===== src/design/slab_ram.sv =====
`timescale 1ns / 1ps
// ----------------------------------------------------------------------------
// Slab generic RAM
// Single-port synchronous RAM with a registered read.
// ----------------------------------------------------------------------------
module slab_ram #(
  parameter int unsigned WIDTH = 8,
  parameter int unsigned DEPTH = 256
) (
  input  logic                     clk_i,
  input  logic                     en_i,
  input  logic                     we_i,
  input  logic [$clog2(DEPTH)-1:0] addr_i,
  input  logic [WIDTH-1:0]         wdata_i,
  output logic [WIDTH-1:0]         rdata_o
);

  logic [WIDTH-1:0] mem_q [DEPTH];
  logic [WIDTH-1:0] rdata_q;

  always_ff @(posedge clk_i) begin
    if (en_i) begin
      if (we_i) begin
        mem_q[addr_i] <= wdata_i;
      end else begin
        rdata_q <= mem_q[addr_i];
      end
    end
  end

  assign rdata_o = rdata_q;

endmodule


===== config.mk =====
export PLATFORM = sky130hd
export DESIGN_NAME = slab_ram
export DESIGN_NICKNAME = d
export VERILOG_FILES = /design/src/design/slab_ram.sv
export SDC_FILE = /design/constraint.sdc
export NUM_CORES = 2
export LEC_CHECK = 0
export BUFFER_PORTS_ARGS = -buffer_cell sky130_fd_sc_hd__buf_2
export CAP_MARGIN = 20
export CORE_UTILIZATION = 45
export CTS_CLUSTER_SIZE = 24
export DETAILED_ROUTE_END_ITERATION = 10
export GPL_ROUTABILITY_DRIVEN = 0
export GPL_TIMING_DRIVEN = 0
export SYNTH_ARGS = -nofsm -noshare
export SYNTH_HDL_FRONTEND = slang
export SYNTH_SLANG_ARGS = --single-unit
export TNS_END_PERCENT = 30

===== constraint.sdc =====
create_clock -name clk_i -period 3.2 [get_ports clk_i]
set_input_delay 0.64 -clock clk_i [delete_from_list [all_inputs] [get_ports clk_i]]
set_output_delay 0.64 -clock clk_i [all_outputs]
set_load 0.02 [all_outputs]

==> reports/qor.yml <==
syn_nets: 3545
grt_max_degree: 153
insertion_delay_ns: 0.83
grt_pass1_vias: 38500
rsz0062_at_grt: "yes"
instances_no_fill: 6256
power.share.switching_pct: 21.7
area_delta_synth_final_pct: 14.0
cp.buffers_inverters: 3
regArea_um2: 61700
slowest_stage: "buf_1"
slowest_delay_ns: 0.63
chipWidth_um: 419
p_total_w: 0.0551
crit_type: "input port to flop"
drtIter0Drc: 5025
fin_ws_ns: -0.135
synth_area_um2: 78400
cts-root-buf: "clkbuf_16"
worst-slew-pin-transition_ns: 1.03
synthCells: 3526
synth-edff-count: 2056
required_ns: 3.70
die_y_um: 419
io_pins: 27
top_layer: "met5"
synth_area_leader_cell: "edfxtp_1"
gr-usage-all-layers_pct: 24.5
synth.most_common_cell: "edfxtp_1"
synth_top_cell_area_share_pct: 78.8
grt_pass1_wl_mm: 296
synth-seq-cells: 2056
vdd_drop_max_mv: 0.565
seq_power_share_pct: 53.9
drive_above_1_share_pct: 28.8
numClockSinks: 2056
ys_top_cells_by_area: "edfxtp_1 (79%), mux4_2 (15%), a22oi_1 (2.5%)"
clock_skew_ns: 0.0389
core_um2: 172000
wire_per_inst_um: 34.1
critical_path.top_delay_family: "buffers and inverters"
switchingPower_w: 0.0120
yosysWarningCount: 0
synthFlopType: "edfxtp_1"
die-area_um2: 176000
wl_met1_mm: 83.6
fmax_mhz: 300
fill_cells: 13500
worstHoldPathType: "input port to flop"
avgSynthCellArea_um2: 22.2
crit_fanout: 10
fin_worst_hold_slack_ns: 0.214
fin_nets: 3804
preCtsSetupSlack_ns: -2.20
finalCritPeriodShare_pct: 104
p_int_w: 0.0431
overflow: 0
p_clk_share_pct: 41.2
wl_met2_mm: 100
dr_wl_met3_mm: 20.5
design_area_um2: 89400
hold_violations: 0
synth_common_cells: "edfxtp_1 (2056), mux4_2 (512), nor2_1 (259)"
setup_viol: 183
drv_slew: 0
start_util_pct: 45.5
fp-row-count: 152
multiInputGateArea_um2: 16500
postCtsHoldBufs: 0
post_drt_via_cell_ratio: 6.10
status: "finished with violations"
combPwrFrac_pct: 4.9
period_needed_ns: 3.33
synth_cell_type_count: 21
violations: "setup timing"
post-route-drc-count: 0
wirelength_mm: 213
antenna_found_initial: 16
htreeDepth: 4
synth-async-reset-ratio_pct: 0
clockBufferDepth: 3
firstDrtPassIters: 6
path_clk_slew_ns: 0.06
endpoint_kind: "flop"
crit_path_start_kind: "input port"
cap_violations: 0
cts_tree: "yes"
leakage_nw: 26.9
numCtsBuffers: 204
crit_chain: "clkbuf_1 -> buf_8 -> buf_1 -> mux4_2 -> a22oi_1 -> a21oi_1 -> o41ai_1 -> nand4_1"
place_inst: 5888
crit_arrival_ns: 3.84
dpl_cell_area_um2: 82100
via_count: 38200
dp_hpwl_mm: 137
ant_nets: 0
p_per_area_nw_per_um2: 616
yosysSeqAreaShare_pct: 78.8
port_buffers: 24
relSlewSlack_pct: 31.1
path summary, 6_finish.rpt:
check                           cells past startpoint          start             to  slack [ns]
worst max-delay path                                8      addr_i[1]     rdata_o[2]       -0.13
worst min-delay path                                1     wdata_i[6]  mem_q[104][6]        0.21
worst max register to register                      5  mem_q[239][7]     rdata_o[7]        0.46
worst min register to register                      5  mem_q[251][6]     rdata_o[6]        1.08
cell type report:
type | instances | area share [%]
clock inverters | 115 | 1.01
repair buffers | 54 | 0.969
multi-input cells | 1245 | 18.5
flip-flops and latches | 2056 | 69.1
clock buffers | 250 | 5.95
plain buffers | 224 | 1.27
diodes | 2 | 0.00560
well taps | 2310 | 3.23
routing by layer:
metal / up-vias / GRT usage [%]
li1: 15500 / -
met1: 20500 / 33.2
met2: 1776 / 37.8
met3: 361 / 6.71
met4: 2 / 9.88
met5: - / 0
cell usage in the layout, fill, tap and decap left out, types with 6 or more instances in the layout:
cell	n
nand2_1	14
nor2b_1	7
nor2_1	111
clkbuf_2	31
buf_4	18
clkbuf_16	206
nor2_4	59
inv_6	6
edfxtp_1	2056
nand4_1	8
a21oi_1	120
buf_2	55
buf_1	10
o41ai_2	7
clkbuf_4	16
nand2_4	14
clkinv_2	37
mux4_2	512
buf_16	17
a22oi_1	256
buf_8	13
clkinv_1	49
nor2_2	89
a21oi_2	8
clkbuf_1	145
buf_6	9
o41ai_1	25
bufinv_16	10
flip-flops by register name, summed over array words and instances (netlist names):
| signal | cells |
|---|---|
| mem_q | 2048 |
| rdata_o | 8 |
power groups by stage:
| stage | Sequential [W] | Clock [W] | Combinational [W] |
|---|---|---|---|
| 6_report | 0.0297 | 0.0227 | 0.00268 |
| 5_1_grt | 0.0297 | 0.0239 | 0.00278 |
| 3_3_place_gp | 0.0304 | 0 | 0.00249 |
| 4_1_cts | 0.0297 | 0.0230 | 0.00266 |
| 2_1_floorplan | 0.0303 | 0 | 0.00127 |
| 3_5_place_dp | 0.0303 | 0 | 0.00261 |
logic make-up after synthesis:
group	Yosys count	share of synthesized area [%]
AO/OA/AOI/OAI	416	3.63
buffers and inverters	225	1.28
flip-flops	2056	78.8
multiplexers	512	14.7
AND/OR/NAND/NOR	317	1.61
through the flow:
step	utilization, %	setup TNS (ns)
after global routing	51.9	-2.10
after floorplan	-	0
after detailed placement	47.7	-3624.14
after global placement	47.2	-8786.41
after CTS	51.8	-0.231
final	51.9	-4.08
timing repair:
action / in CTS / in global routing
gates resized for setup: 284 / 42
setup buffers: 0 / 2
setup endpoints to repair: 2056 / 518
cloned: 0 / 0
Power figures use the tool's default switching activity.
