[src/design/slab_pkg.sv]
`timescale 1ns / 1ps
// ----------------------------------------------------------------------------
// Slab allocator package
// Shared widths, defaults, operation codes and controller states.
// ----------------------------------------------------------------------------
package slab_pkg;

  // Fixed field widths.
  localparam int unsigned ADDR_W = 18;
  localparam int unsigned SIZE_W = 12;
  localparam int unsigned FUNC_W = 2;

  // Link memory: one entry per four-byte slot, holding {valid, next address}.
  localparam int unsigned LINK_W     = ADDR_W + 1;
  localparam int unsigned LINK_DEPTH = 65536;
  localparam int unsigned LINK_AW    = 16;

  // Default configuration.
  localparam int unsigned MAX_PAGES_DEF  = 64;
  localparam int unsigned PAGE_BYTES_DEF = 4096;
  localparam int unsigned PTR_BYTES      = 4;
  localparam logic [SIZE_W-1:0] SLOT_SIZE_RESET = 12'd4;

  // Operation codes carried in the input tuser.
  typedef enum logic [FUNC_W-1:0] {
    FUNC_ALLOC   = 2'd0,
    FUNC_FREE    = 2'd1,
    FUNC_DESTROY = 2'd2,
    FUNC_NOP     = 2'd3
  } func_e;

  typedef enum logic {
    ST_IDLE,
    ST_POP
  } state_e;

endpackage

[src/design/slab_div.sv]
`timescale 1ns / 1ps
// ----------------------------------------------------------------------------
// Slab objects-per-page divider
// Restoring divider, one quotient bit per cycle, giving (PAGE_BYTES-4)/size.
// ----------------------------------------------------------------------------
module slab_div #(
  parameter int unsigned PAGE_BYTES = slab_pkg::PAGE_BYTES_DEF
) (
  input  logic                            clk_i,
  input  logic                            rst_ni,
  input  logic                            start_i,
  input  logic [slab_pkg::SIZE_W-1:0]     divisor_i,
  output logic                            busy_o,
  output logic [$clog2(PAGE_BYTES)-1:0]   quot_o
);

  localparam int unsigned DW = $clog2(PAGE_BYTES);
  localparam int unsigned CW = $clog2(DW);
  localparam logic [DW-1:0] DIVIDEND = DW'(PAGE_BYTES - slab_pkg::PTR_BYTES);
  // After reset the size is the pointer size, so the quotient is known.
  localparam logic [DW-1:0] QUOT_RESET =
    DW'((PAGE_BYTES - slab_pkg::PTR_BYTES) / slab_pkg::PTR_BYTES);

  logic                        busy_q, busy_d;
  logic [CW-1:0]               cnt_q, cnt_d;
  logic [slab_pkg::SIZE_W-1:0] div_q, div_d;
  logic [slab_pkg::SIZE_W-1:0] rem_q, rem_d;
  logic [DW-1:0]               quot_q, quot_d;
  logic [slab_pkg::SIZE_W:0]   trial;
  logic                        fits;

  assign trial = {rem_q, DIVIDEND[cnt_q]};
  assign fits  = trial >= {1'b0, div_q};

  always_comb begin
    busy_d = busy_q;
    cnt_d  = cnt_q;
    div_d  = div_q;
    rem_d  = rem_q;
    quot_d = quot_q;
    if (start_i) begin
      busy_d = 1'b1;
      cnt_d  = CW'(DW - 1);
      div_d  = divisor_i;
      rem_d  = '0;
      quot_d = '0;
    end else if (busy_q) begin
      // The remainder stays below the divisor, so it fits the size width.
      rem_d  = fits ? slab_pkg::SIZE_W'(trial - {1'b0, div_q})
                    : slab_pkg::SIZE_W'(trial);
      quot_d = {quot_q[DW-2:0], fits};
      cnt_d  = cnt_q - 1'b1;
      if (cnt_q == '0) begin
        busy_d = 1'b0;
      end
    end
  end

  always_ff @(posedge clk_i or negedge rst_ni) begin
    if (!rst_ni) begin
      busy_q <= 1'b0;
      cnt_q  <= '0;
      div_q  <= slab_pkg::SLOT_SIZE_RESET;
      rem_q  <= '0;
      quot_q <= QUOT_RESET;
    end else begin
      busy_q <= busy_d;
      cnt_q  <= cnt_d;
      div_q  <= div_d;
      rem_q  <= rem_d;
      quot_q <= quot_d;
    end
  end

  assign busy_o = busy_q;
  assign quot_o = quot_q;

endmodule

[config.mk]
export PLATFORM = sky130hd
export DESIGN_NAME = slab_div
export DESIGN_NICKNAME = d
export VERILOG_FILES = /design/src/design/slab_pkg.sv /design/src/design/slab_div.sv
export SDC_FILE = /design/constraint.sdc
export NUM_CORES = 1
export LEC_CHECK = 0
export BUFFER_PORTS_ARGS = -buffer_cell sky130_fd_sc_hd__buf_2
export CORE_MARGIN = 1.5
export CORE_UTILIZATION = 55
export CTS_CLUSTER_SIZE = 10
export DETAILED_ROUTE_END_ITERATION = 16
export GPL_TIMING_DRIVEN = 0
export HOLD_SLACK_MARGIN = 0.15
export PLACE_DENSITY = 0.78
export SYNTH_ARGS = -nofsm -noshare
export SYNTH_HDL_FRONTEND = slang
export SYNTH_SLANG_ARGS = --single-unit
[constraint.sdc]
create_clock -name clk_i -period 6.52 [get_ports clk_i]
set_input_delay 0.326 -clock clk_i [delete_from_list [all_inputs] [get_ports clk_i]]
set_output_delay 0.326 -clock clk_i [all_outputs]
set_load 0.03 [all_outputs]
==> results.tsv <==
stage	metric	value	unit
timing	time the final worst path needs with I/O delays and setup	2.51	ns
logic_synthesis	count of cell types in the netlist	47	
floorplan	Placeable Area	0.00409	mm2
global_route	vias in the first global route	1814	
pwr	total power consumption of the routed design	0.00101	W
clocking	Post-CTS Setup Inserts	0	
pwr	static leakage	1.32	nW
timing	final count of negative-setup-slack endpoints	0	
critical_path	Critical Path, Cell by Cell	nor3_1 > ha_1 > nor2b_1 > o31ai_1 > a31o_2 > nand2_4 > buf_6 > mux2i_1 > a21oi_1	
clocking	count of H-tree levels built during CTS	2	
logic_synthesis	number of nets produced by synthesis	279	
layout	utilization after layout	0.652	
layout	Area growth syn-to-layout	11.5	%
global_route	overall fraction of global-route tracks in use	0.237	
floorplan	Die H	69.0	um
clocking	clock transition time at the flip-flop clock pins of the worst setup and hold paths	0.08	ns
timing	Worst-Margin Slew	0.915	ns
pwr	IR drop worst, VDD	0.179	mV
timing	Post-Route Skew	0.00868	ns
drt	Antenna Nets Post-Route	0	
clocking	CTS-repair resized insts	0	
layout	Total Nets Final	312	
logic_synthesis	prevailing post-synth register cell	sky130_fd_sc_hd__dfrtp_1	
critical_path	crit-path max cell delay	0.45	ns
worst_hold_path	min-delay worst type	primary input to async pin	
drt	number of search-and-repair iterations in the first detailed-routing pass	4	
logic_synthesis	warnings from Yosys	0	
pwr	power per cell area	377	mW/mm2
clocking	number of sinks driven by the clock tree	41	
timing	Rel. slew slack	0.390	
critical_path	Worst Reg-to-Reg Cells	9	
global_route	maximum number of pins on one net before global-route repair	42	
drt	number of vias per cell after detailed routing	5.78	
layout	total inserted antenna cells	0	
critical_path	Crit-path slowest cell	sky130_fd_sc_hd__o31ai_1	
critical_path	WP data arrival	2.65	ns
global_route	initial antenna violation count	0	
place	Post-Place Cell Area	0.00258	mm2
critical_path	type of the setup path with the least slack	register to register	
clocking	Clock Path Buffers	2	
drt	routed wire length per instance	14.9	um
critical_path	reg-to-reg slack, setup	4.01	ns
timing	maximum clock rate	399	MHz
logic_synthesis	synthesized instance count	249	
critical_path	Worst R2R Start	cnt_q[1]$_DFFE_PN0P_	
logic_synthesis	Seq/Total Area, Yosys	0.435	
logic_synthesis	Cell Area, Synth	0.00239	mm2
logic_synthesis	post-synthesis sequential element count	41	
logic_synthesis	proportion of register bits with asynchronous set or reset after synthesis	1.00	
floorplan	full die area	0.00475	mm2
critical_path	Top delay family on crit path	compound AO/OA/AOI/OAI gates	
clocking	total CTS buffers	5	
place	buffers added on ports	26	
floorplan	Cell Rows	23	
timing	final hold violation count	0	
clocking	hold buffer count at cts	0	
run_status	result of the run	finished, final reports clean	
timing	max-slew violation total from the final report	0	
clocking	insertion delay of the later-clocked pin in the worst-skew pair	0.29	ns
timing	share of the cycle needed by the critical path after routing	0.385	
clocking	CTS tree	yes	
critical_path	data required time at the worst endpoint	6.66	ns
layout	fin area	0.00267	mm2
timing	setup repair after global routing missed its margin	false	
floorplan	initial core utilization	0.585	
critical_path	startpoint class of the critical path	register	
critical_path	maximum fanout count along the critical path	10	
logic_synthesis	Avg Synthesized Cell Area	9.61	um2
global_route	remaining global-route overflow	0	
flow_run	Max Cap Violations	0	
critical_path	R2R Path End	rem_q[6]$_DFFE_PN0P_	
place	estimated wirelength of the detail-placed design	3510	um
logic_synthesis	number of synthesized flops with an enable pin	0	
global_route	wire length of the first global-routing pass	8310	um
clocking	root buf cell	sky130_fd_sc_hd__clkbuf_8	
drt	routed vias	1926	
place	global placer's final weighted congestion	0.951	
drt	final routed wirelength across all metal layers	4960	um
critical_path	number of buffer and inverter stages on the critical path	1	
timing	setup total negative slack	0	ns
drt	DRC violation total after the first TritonRoute iteration	114	
critical_path	Worst setup EP type	register	
layout	fillers	343	
layout	ratio of cells with drive above 1 in the final layout	0.187	
floorplan	Horiz. Die Dim	69.0	um
floorplan	number of top-level pins	28	
drt	DRC Markers	0	
[logic make-up after synthesis]
logic type                 count (synthesis)  share of synthesized area
adders and majority gates                 15                     0.0816
buffers and inverters                     28                     0.0471
xor gates and xnor gates                  11                     0.0403
AOI/OAI and AO/OA                         54                      0.162
and+or+nand+nor                           83                      0.163
muxes                                     17                     0.0717
DFF                                       41                      0.435
[worst register-to-register path, stage by stage, from the launching register on]
cell	delay [ns]
sky130_fd_sc_hd__dfrtp_1	0.41
sky130_fd_sc_hd__nor3_1	0.29
sky130_fd_sc_hd__ha_1	0.25
sky130_fd_sc_hd__nor2b_1	0.07
sky130_fd_sc_hd__o31ai_1	0.45
sky130_fd_sc_hd__a31o_2	0.33
sky130_fd_sc_hd__nand2_4	0.11
sky130_fd_sc_hd__buf_6	0.18
sky130_fd_sc_hd__mux2i_1	0.17
sky130_fd_sc_hd__a21oi_1	0.09
[cell usage after synthesis, types with 3 or more instances]
| cell type | count | area (um2) |
|---|---|---|
| sky130_fd_sc_hd__buf_1 | 3 | 11.3 |
| sky130_fd_sc_hd__nor3_1 | 4 | 20.0 |
| sky130_fd_sc_hd__nor2b_1 | 3 | 18.8 |
| sky130_fd_sc_hd__a21oi_1 | 9 | 45.0 |
| sky130_fd_sc_hd__dfstp_2 | 11 | 289 |
| sky130_fd_sc_hd__o21ai_0 | 17 | 85.1 |
| sky130_fd_sc_hd__nor2_1 | 32 | 120 |
| sky130_fd_sc_hd__mux2i_1 | 16 | 160 |
| sky130_fd_sc_hd__xnor2_1 | 8 | 70.1 |
| sky130_fd_sc_hd__xor2_1 | 3 | 26.3 |
| sky130_fd_sc_hd__nand2_1 | 22 | 82.6 |
| sky130_fd_sc_hd__dfrtp_1 | 30 | 751 |
| sky130_fd_sc_hd__ha_1 | 14 | 175 |
| sky130_fd_sc_hd__nand3b_1 | 3 | 22.5 |
| sky130_fd_sc_hd__clkbuf_1 | 7 | 26.3 |
| sky130_fd_sc_hd__inv_1 | 17 | 63.8 |
| sky130_fd_sc_hd__and3_1 | 3 | 18.8 |
| sky130_fd_sc_hd__a211oi_1 | 6 | 45.0 |
| sky130_fd_sc_hd__nand3_1 | 6 | 30.0 |
| sky130_fd_sc_hd__nand2b_1 | 4 | 25.0 |
[per-stage QoR]
step | std cells | hold slack, ns | setup WS, ns
2_1_floorplan | 249 | 0.0304 | 4.34
3_3_place_gp | 325 | 0.505 | 4.06
3_5_place_dp | 325 | 0.511 | 4.06
4_1_cts | 333 | 0.196 | 4.03
5_1_grt | 333 | 0.234 | 3.77
6_report | 333 | 0.162 | 4.01
[per-layer routing]
layer	up-vias	share of wire	wire length, um	global-route usage
met4	0	0.010	51	0.0613
met5	-	0	0	0
met3	7	0.040	199	0.0487
met1	924	0.46	2280	0.310
met2	57	0.49	2440	0.401
li1	938	-	-	-
[where the power goes]
group / total [W] / switching [W] / leakage [nW] / internal [W]
sequential: 0.000340 / 0.0000370 / 0.488 / 0.000303
combinational: 0.000505 / 0.000278 / 0.788 / 0.000227
clock: 0.000160 / 0.0000846 / 0.0422 / 0.0000752
[worst max-delay path by stage]
stage / startpoint / cells after the start / end
final: cnt_q[1]$_DFFE_PN0P_ / 9 / rem_q[6]$_DFFE_PN0P_
after global routing: cnt_q[1]$_DFFE_PN0P_ / 9 / rem_q[6]$_DFFE_PN0P_
after CTS: cnt_q[1]$_DFFE_PN0P_ / 8 / rem_q[1]$_DFFE_PN0P_
after detailed placement: cnt_q[1]$_DFFE_PN0P_ / 8 / rem_q[1]$_DFFE_PN0P_
after global placement: cnt_q[1]$_DFFE_PN0P_ / 8 / rem_q[1]$_DFFE_PN0P_
after floorplan: rem_q[5]$_DFFE_PN0P_ / 7 / rem_q[1]$_DFFE_PN0P_
[state kept, by name (all words and copies together), names as in the netlist]
signal and count:
div_q 12, quot_o 12, rem_q 12, cnt_q 4, busy_o 1
[cell usage in the layout, fill, tap and decap left out, types with 6 or more instances in the layout]
cell,instances
sky130_fd_sc_hd__nor2_1,32
sky130_fd_sc_hd__dfrtp_1,30
sky130_fd_sc_hd__buf_2,26
sky130_fd_sc_hd__nand2_1,22
sky130_fd_sc_hd__inv_1,17
sky130_fd_sc_hd__o21ai_0,17
sky130_fd_sc_hd__mux2i_1,16
sky130_fd_sc_hd__ha_1,14
sky130_fd_sc_hd__dfstp_2,11
sky130_fd_sc_hd__clkbuf_1,9
sky130_fd_sc_hd__a21oi_1,9
sky130_fd_sc_hd__xnor2_1,8
sky130_fd_sc_hd__nand3_1,6
sky130_fd_sc_hd__a211oi_1,6
[final cells by class]
class	instances	area, um2	share of cell area
Multi-Input combinational cell	180	1240	0.465
Sequential cell	41	1040	0.390
Timing Repair Buffer	26	130	0.0488
Clock buffer	7	76.3	0.0286
Inverter	17	63.8	0.0239
Tap cell	50	62.6	0.0235
Buffer	11	48.8	0.0183
Clock inverter	1	5.00	0.00188
(Power assumes the default switching activity.)
